--- config.mk ---
export PLATFORM = sky130hd
export DESIGN_NAME = ccpq_ram
export DESIGN_NICKNAME = d
export VERILOG_FILES = /design/src/hdl/ccpq_ram.sv
export SDC_FILE = /design/constraint.sdc
export NUM_CORES = 1
export LEC_CHECK = 0
export BUFFER_PORTS_ARGS = -buffer_cell sky130_fd_sc_hd__buf_2
export CORE_ASPECT_RATIO = 0.5
export CORE_MARGIN = 2
export CORE_UTILIZATION = 35
export DETAILED_ROUTE_END_ITERATION = 10
export SETUP_SLACK_MARGIN = 0.02
export SLEW_MARGIN = 10
export SYNTH_ARGS = -nofsm -noshare
export SYNTH_HDL_FRONTEND = slang
export SYNTH_SLANG_ARGS = --single-unit
--- constraint.sdc ---
create_clock -name clock -period 2.4 [get_ports clock]
set_clock_uncertainty 0.05 [all_clocks]
set_input_delay 0.36 -clock clock [delete_from_list [all_inputs] [get_ports clock]]
set_output_delay 0.36 -clock clock [all_outputs]
set_load 0.02 [all_outputs]
--- src/hdl/ccpq_ram.sv ---
module ccpq_ram #(
   parameter int WIDTH = 8,
   parameter int DEPTH = 16
) (
   input  logic                     clock,
   input  logic                     wr_en,
   input  logic [$clog2(DEPTH)-1:0] wr_addr,
   input  logic [WIDTH-1:0]         wr_data,
   input  logic                     rd_en,
   input  logic [$clog2(DEPTH)-1:0] rd_addr,
   output logic [WIDTH-1:0]         rd_data
);

   logic [WIDTH-1:0] mem_ff [DEPTH];
   logic [WIDTH-1:0] rd_data_ff;

   always_ff @(posedge clock) begin
      if (wr_en) begin
         mem_ff[wr_addr] <= wr_data;
      end
      if (rd_en) begin
         rd_data_ff <= mem_ff[rd_addr];
      end
   end

   assign rd_data = rd_data_ff;

endmodule

==> flow_summary.json, run 1 <==
{
  "status": "complete, no violations",
  "clockBufferDepth": 2,
  "place_area_sq_um": 5709,
  "seq_power_share": 0.517,
  "peakVddDrop_uv": 430.2,
  "clock_latency_ns": 0.41,
  "fillers": 1237,
  "slew_violations": 0,
  "grt_pass1_vias": 2587,
  "final.setup.tns_ns": 0,
  "swShare": 0.1977,
  "dominantRegCellSynth": "edfxtp_1",
  "p_comb_frac": 0.049,
  "path_max_fanout": 12,
  "ys_seq_area_frac": 0.7812,
  "ys_warn_count": 0,
  "synth_edf_count": 136,
  "root_buffer": "clkbuf_16",
  "ys_async_sr_fraction": 0,
  "synth.area.top_cells": "edfxtp_1 (78%), mux4_2 (7.8%), mux4_1 (7.0%)",
  "cts_buffers": 17,
  "worstMarginPinSlew_ns": 0.6618,
  "yosysTopAreaCell": "edfxtp_1",
  "synthSimpleGateAreaFrac": 0.03135,
  "postCtsSetupRepairBufs": 0,
  "p_per_area_nw_per_um2": 836.5,
  "ys_ff_latch": 136,
  "cap_violations": 0,
  "stdcell_area_sq_um": 6231,
  "finalCritPeriodShare": 0.6840,
  "gr-total-overflow": 0,
  "cts_tree": "built",
  "p_int_mw": 4.182,
  "cp.arrival_ns": 1.73,
  "viasPerCell": 4.970,
  "report.final.hold_viol_count": 0,
  "synth_compound_area_frac": 0.02298,
  "port_buffers": 26,
  "synth_top_family_by_area": "multiplexers",
  "routabilityCongestion": 0.7553,
  "path_class": "input pin to register",
  "p_sw_mw": 1.031,
  "fp.dieArea_sq_um": 15990,
  "fin_util": 0.4284,
  "wl_um": 9873,
  "core_region_area_sq_um": 14550,
  "synthMuxAreaShare": 0.1479,
  "ios": 27,
  "fin_nets": 305,
  "rsz0062_at_grt": "no",
  "hold_class": "input pin to register",
  "die_h_um": 90.42,
  "reg2reg_depth": 3,
  "start_util": 0.3594,
  "avgRoutedWirePerCell_um": 19.87,
  "postSynthCellCount": 229,
  "rows": 31,
  "path_clk_slew_ns": 0.06,
  "cts_resized": 0,
  "synthAdderAreaFrac": 0,
  "fp.dieW_um": 176.8,
  "grt_pass1_wl_um": 15320,
  "critical_path_required_ns": 2.49,
  "ys_types": 18,
  "dpl.hpwl_um": 6775,
  "layout-drive-gt1-share": 0.3043,
  "max_freq_mhz": 609.1,
  "avgSynthCellArea_sq_um": 22.83,
  "layout_commonest_cell": "edfxtp_1",
  "antenna_cells": 0,
  "postCtsHoldBufs": 0,
  "drt_iter0_drc": 199,
  "synth_nets": 248,
  "synth_top_area_frac": 0.7812,
  "synth_xor_area_frac": 0,
  "antenna_found_initial": 0,
  "leakage_nw": 2.089,
  "period_needed_ns": 1.642,
  "ctsHtreeMaxLevel": 4,
  "via_count": 2470,
  "area_delta_synth_final_pct": 19.20,
  "endpoint_kind": "register",
  "min_path_cells": 1,
  "start_kind": "input pin",
  "relSlewSlack": 0.5579,
  "p_clk_frac": 0.434,
  "syn_area_sq_um": 5228,
  "remaining_drc_errors": 0,
  "firstDrtPassIters": 4,
  "finalSetupViolations": 0,
  "grt_max_degree": 19,
  "final_antenna_net_count": 0,
  "track_usage": 0.1337,
  "mostFrequentLayoutCells": "edfxtp_1 (136), buf_2 (26), buf_4 (20)",
  "clock-sinks": 136
}
[power groups by stage]
stage	combinational, mW	sequential, mW	clock, mW
after detailed placement	0.261	2.74	0
after CTS	0.262	2.69	2.30
final	0.257	2.69	2.26
after floorplan	0.135	2.75	0
after global routing	0.282	2.70	2.42
after global placement	0.255	2.74	0
[synthesized netlist by cell type (2+ instances only)]
cell,instances
buf_2,3
nor3_1,4
buf_6,3
nand2b_1,2
clkdlybuf4s25_2,3
a22oi_1,16
nand3b_1,2
mux4_2,18
mux4_1,14
edfxtp_1,136
nor2_1,13
nand2_1,9
[path summary, 6_finish.rpt]
check                                    from       endpoint  slack (ns)
worst min register to register  mem_ff[14][6]     rd_data[6]        0.71
worst max register to register   mem_ff[9][3]     rd_data[3]        0.86
worst max-delay path               rd_addr[0]     rd_data[3]        0.76
worst min-delay path               wr_data[5]  mem_ff[10][5]        0.29
[routing by layer]
metal / track usage / vias up / wire length (um)
li1: - / 1099 / -
met1: 0.1858 / 1294 / 4400
met2: 0.2021 / 71 / 4719
met3: 0.04545 / 6 / 669
met4: 0.03444 / 0 / 84
met5: 0 / - / 0
[flip-flops by register name (all words and copies together) (netlist names)]
name / cells
mem_ff: 128
rd_data: 8
[kinds of logic (layout without fill, tap and decap cells)]
group	count (synthesis)	in the layout
buf+inv	10	80
mux	32	32
flops	136	136
compound gates	16	16
simple gates	35	35
[critical path, stage by stage]
cell and delay (ns):
buf_2 0.24, buf_12 0.20, mux4_1 0.56, a22oi_1 0.25, nand2_1 0.10
[per-stage QoR]
step                worst slack [ns]  cells  hold slack (ns)  total power [mW]
global route                  0.7153    497           0.2707             5.403
finish                        0.7583    497           0.2869             5.212
floorplan                     0.4971    229           0.4089             2.886
detailed placement            0.3310    465           0.6946             3.004
global placement              0.3593    465           0.6875             2.995
CTS                           0.7621    497           0.2688             5.259
[final cells by class]
type	count	area (sq um)	area share
Clock buffer	20	436.7	0.07008
Clock inverter	12	85.08	0.01365
Multi-Input combinational cell	83	1057	0.1697
Sequential cell	136	4084	0.6554
Tap cell	198	247.7	0.03976
Timing Repair Buffer	48	320.3	0.05141
Note: power is estimated with default switching activity, not from simulation.
==> run 2: changes to the inputs <==
==> constraint.sdc (replaced) <==
create_clock -name clock -period 1.4 [get_ports clock]
set_clock_uncertainty 0.05 [all_clocks]
set_input_delay 0.21 -clock clock [delete_from_list [all_inputs] [get_ports clock]]
set_output_delay 0.21 -clock clock [all_outputs]
set_load 0.02 [all_outputs]
==> run 2 against run 1 <==
Compared with the run above: the run now ends with setup timing left; sequential share of layout area shrank 1.8 points; utilization grew 1.2 points; final area increased by 2.8%; global-route usage increased by 0.40 points; final cell count up 1.6%; routed wire length is 2.7% higher; die area did not move; via count shrank 1.1%.
==> flow_summary.json, run 2 (same netlist as run 1, synthesis figures left out) <==
{
  "status": "finished, violations left",
  "violations": "setup timing",
  "core_region_area_sq_um": 14550,
  "area_delta_synth_final_pct": 22.47,
  "via_count": 2442,
  "slew_violations": 0,
  "max_freq_mhz": 680.4,
  "finalSetupViolations": 8,
  "met1_length_um": 4523,
  "viasPerCell": 4.836,
  "clock-sinks": 136,
  "cap_violations": 0,
  "path_max_fanout": 1,
  "gr-total-overflow": 0,
  "peakVddDrop_uv": 975.5,
  "fin_nets": 313,
  "finalCritPeriodShare": 1.050,
  "endpoint_kind": "register",
  "worstMarginPinSlew_ns": 0.8681,
  "rows": 31,
  "total_power_mw": 9.065,
  "final_antenna_net_count": 0,
  "layout-drive-gt1-share": 0.4169,
  "mostFrequentLayoutCells": "edfxtp_1 (136), mux4_2 (31), buf_2 (26)",
  "path_class": "register to register",
  "dr_wl_met3_um": 427,
  "root_buffer": "clkbuf_16",
  "remaining_drc_errors": 0,
  "cp.arrival_ns": 1.57,
  "period_needed_ns": 1.470,
  "rsz0062_at_grt": "yes",
  "ios": 27,
  "start_util": 0.3594,
  "place_area_sq_um": 5851,
  "relSlewSlack": 0.4201,
  "worst_slack_ns": -0.06966,
  "clock_latency_ns": 0.41,
  "report.final.hold_viol_count": 0,
  "layout_commonest_cell": "edfxtp_1",
  "fp.dieW_um": 176.8,
  "largest_reg_flops": 128,
  "firstDrtPassIters": 4,
  "cts_buffers": 17,
  "clockBufferDepth": 2,
  "routabilityCongestion": 0.7326,
  "avgRoutedWirePerCell_um": 20.07,
  "path_clk_slew_ns": 0.05,
  "highest_layer": "met4",
  "wl_um": 10140,
  "dp_slack_ns": -0.5018,
  "reg2reg_depth": 3,
  "ctsHtreeMaxLevel": 4,
  "wl_met2_um": 5027,
  "grt_max_degree": 17,
  "grt_pass1_wl_um": 15580,
  "leakage_nw": 2.109,
  "stdcell_area_sq_um": 6402,
  "port_buffers": 26,
  "grt_pass1_vias": 2598,
  "min_path_cells": 1,
  "antenna_found_initial": 0,
  "dpl.hpwl_um": 6594,
  "drt_iter0_drc": 254,
  "fillers": 1221,
  "regMostFlops": "mem_ff",
  "postCtsSetupRepairBufs": 0,
  "start_kind": "register",
  "p_per_area_nw_per_um2": 1416,
  "die_h_um": 90.42,
  "antenna_cells": 0,
  "fp.dieArea_sq_um": 15990,
  "critical_path_required_ns": 1.50,
  "hold_class": "input pin to register",
  "cts_tree": "built",
  "track_usage": 0.1376
}
[run 2: repair_timing]
action / CTS / global route
resized for setup: 10 / 1
hold endpoints to repair: 0 / 0
endpoints found under the setup margin: 8 / 8
hold buffers: 0 / 0
pin swaps: 3 / 4
[run 2: worst paths after layout]
kind / start / end / slack [ns]
max: mem_ff[2][2] / rd_data[2] / -0.07
min: rd_en / rd_data[3] / 0.13
max reg2reg: mem_ff[2][2] / rd_data[2] / -0.07
min reg2reg: mem_ff[12][6] / rd_data[6] / 0.70
[run 2: stage by stage]
step / util / instances / setup TNS [ns] / hold slack (ns)
3_5_place_dp: 0.4022 / 473 / -3.951 / 0.5423
6_report: 0.4402 / 505 / -0.3226 / 0.1277
2_1_floorplan: - / 229 / -0.5168 / 0.2589
5_1_grt: 0.4402 / 505 / -0.7234 / 0.1163
3_3_place_gp: 0.4022 / 473 / -3.915 / 0.5421
4_1_cts: 0.4398 / 505 / -0.4161 / 0.1140
[run 2: report_power, final]
part	total [mW]	internal [mW]	switching, mW
logic	0.511	0.228	0.283
registers	4.62	4.59	0.0265
clock network	3.94	2.40	1.53
total	9.06	7.22	1.84
[run 2: per-layer routing]
metal	vias up	GRT usage
met5	-	0
met4	0	0.06129
li1	1097	-
met3	12	0.02778
met1	1283	0.1824
met2	50	0.2210
[run 2: worst max-delay path, cell delays in order, from the launching register on]
cell,delay (ns)
edfxtp_1,0.37
mux4_2,0.47
a22oi_2,0.25
nand2_1,0.08
[run 2: area by class of cell]
| cell class | instances | area [sq um] | area share |
|---|---|---|---|
| Clock buffer | 21 | 440.4 | 0.06879 |
| Multi-Input combinational cell | 83 | 1080 | 0.1687 |
| Sequential cell | 136 | 4084 | 0.6379 |
| Timing Repair Buffer | 56 | 467.9 | 0.07309 |
| Tap cell | 198 | 247.7 | 0.03869 |
| Clock inverter | 11 | 82.58 | 0.01290 |
==> run 3: changes to the inputs <==
--- a/config.mk
+++ b/config.mk
@@ -5,6 +5,7 @@
 export SDC_FILE = /design/constraint.sdc
 export NUM_CORES = 1
 export LEC_CHECK = 0
+export ABC_AREA = 1
 export BUFFER_PORTS_ARGS = -buffer_cell sky130_fd_sc_hd__buf_2
 export CORE_ASPECT_RATIO = 0.5
 export CORE_MARGIN = 2
==> run 3 against run 2 <==
Compared with the run above: the run now ends clean; routed wire length grew 39%; final area grew 7.7%; clock-buffer cell count shrank 2; flip-flop and latch count is the same; hold slack gained 0.0012 ns; via count grew 59%; critical path depth shrank 2; sequential share of layout area shrank 4.6 points; die area grew 11%; power grew 3.5%.
==> flow_summary.json, run 3 <==
{
  "remaining_drc_errors": 0,
  "root_buffer": "clkbuf_16",
  "endpoint_kind": "primary output",
  "clockBufferDepth": 2,
  "stdcell_area_sq_um": 6895,
  "start_util": 0.3576,
  "cap_violations": 0,
  "syn_area_sq_um": 5847,
  "cp.buffers_inverters": 1,
  "p_per_area_nw_per_um2": 1361,
  "gr-total-overflow": 0,
  "fp.dieW_um": 186.8,
  "hold_class": "input pin to register",
  "fin_nets": 617,
  "seq_area_sq_um": 4084,
  "cts_tree": "built",
  "crit_chain": "buf_2",
  "critPathMaxStageDelay_ns": 0.43,
  "finalSetupViolations": 0,
  "finalCritPeriodShare": 0.9243,
  "period_needed_ns": 1.294,
  "synth_top_area_frac": 0.6985,
  "ios": 27,
  "yosysTopAreaCell": "edfxtp_1",
  "avgRoutedWirePerCell_um": 16.78,
  "clock_latency_ns": 0.41,
  "report.final.hold_viol_count": 0,
  "cp.arrival_ns": 1.03,
  "die_h_um": 95.40,
  "antenna_cells": 0,
  "track_usage": 0.1658,
  "path_max_fanout": 1,
  "clock-sinks": 136,
  "via_count": 3872,
  "drt_iter0_drc": 414,
  "postSynthCellCount": 551,
  "largest_reg_flops": 128,
  "grt_pass1_wl_um": 21460,
  "ys_seq_area_frac": 0.6985,
  "layoutNonFillerInstCount": 837,
  "port_buffers": 26,
  "fp.dieArea_sq_um": 17820,
  "firstDrtPassIters": 5,
  "yosysMostFrequentCell": "nand2_1",
  "dominantRegCellSynth": "edfxtp_1",
  "relSlewSlack": 0.5769,
  "ys_async_sr_fraction": 0,
  "start_kind": "register",
  "synth.area.top_cells": "edfxtp_1 (70%), nand2_1 (11%), nand3_1 (8.3%)",
  "status": "complete, no violations",
  "layout-drive-gt1-share": 0.1295,
  "fillers": 1556,
  "postCtsHoldBufs": 0,
  "cts_resized": 0,
  "ys_ff_latch": 136,
  "peakVddDrop_uv": 877.3,
  "multi_input_area_sq_um": 1214,
  "critical_path_required_ns": 1.14,
  "synth_nets": 570,
  "grt_pass1_vias": 3693,
  "worstMarginPinSlew_ns": 0.6337,
  "mostFrequentLayoutCells": "nand2_1 (173), edfxtp_1 (136), inv_1 (100)",
  "core_region_area_sq_um": 16350,
  "dp_slack_ns": -0.1090,
  "ys_types": 11,
  "wl_um": 14040,
  "path_class": "register to primary output",
  "final_antenna_net_count": 0,
  "worst_slack_ns": 0.1059,
  "avgSynthCellArea_sq_um": 10.61,
  "path_clk_slew_ns": 0.06,
  "max_freq_mhz": 772.7,
  "layout_commonest_cell": "nand2_1",
  "synth_top_cells_by_count": "nand2_1 (173), edfxtp_1 (136), inv_1 (100)",
  "ys_warn_count": 0,
  "cts_buffers": 17,
  "regMostFlops": "mem_ff",
  "place_area_sq_um": 6352,
  "routabilityCongestion": 0.7721,
  "leakage_nw": 2.950,
  "postCtsSetupRepairBufs": 0,
  "ctsHtreeMaxLevel": 4,
  "area_delta_synth_final_pct": 17.93,
  "crit_family": "flip-flops",
  "placedCellCount": 806,
  "rsz0062_at_grt": "no",
  "antenna_found_initial": 0,
  "slew_violations": 0,
  "synth_edf_count": 136,
  "cp_slowest_cell": "edfxtp_1",
  "dpl.hpwl_um": 8472,
  "viasPerCell": 4.626,
  "grt_max_degree": 36,
  "rows": 33
}
## run 3: worst paths after layout
path         cells past startpoint          from          to  slack [ns]
max                              1    rd_data[5]  rd_data[5]        0.11
min                              1         rd_en  rd_data[3]        0.13
max reg2reg                      6  mem_ff[6][1]  rd_data[1]        0.15
min reg2reg                      6  mem_ff[2][4]  rd_data[4]        0.72
## run 3: layout make-up
class,instances,area share
sequential,136,0.5923
multi-input combinational,289,0.1760
clock buffer,19,0.06278
timing repair buffer,52,0.05625
inverter,102,0.05553
tap,227,0.04119
clock inverter,12,0.01597
## run 3: through the flow
step                      hold slack, ns    util  total power, mW  setup TNS [ns]
after floorplan                   0.2589       -            5.040               0
after global placement            0.5532  0.3885            5.309         -0.6281
after CTS                         0.1209  0.4217            9.431               0
after detailed placement          0.5511  0.3885            5.314         -0.5890
final                             0.1289  0.4217            9.383               0
after global routing              0.1143  0.4217            9.676               0
## run 3: cells by family after synthesis
logic type    Yosys count  synth area share
simple gates          289            0.2076
flops                 136            0.6985
buf+inv               126           0.09394
## run 3: power by group
| part | total (mW) | switching (mW) | leakage (nW) | internal, mW |
|---|---|---|---|---|
| combinational | 0.611 | 0.429 | 1.45 | 0.182 |
| clock | 4.15 | 1.59 | 0.262 | 2.57 |
| sequential | 4.62 | 0.0293 | 1.24 | 4.59 |
| total | 9.38 | 2.05 | 2.95 | 7.34 |
## run 3: routing by layer
layer,part of all wire,GRT usage
met1,0.44,0.2250
met2,0.47,0.2624
met3,0.072,0.03717
met4,0.016,0.06548
met5,0,0
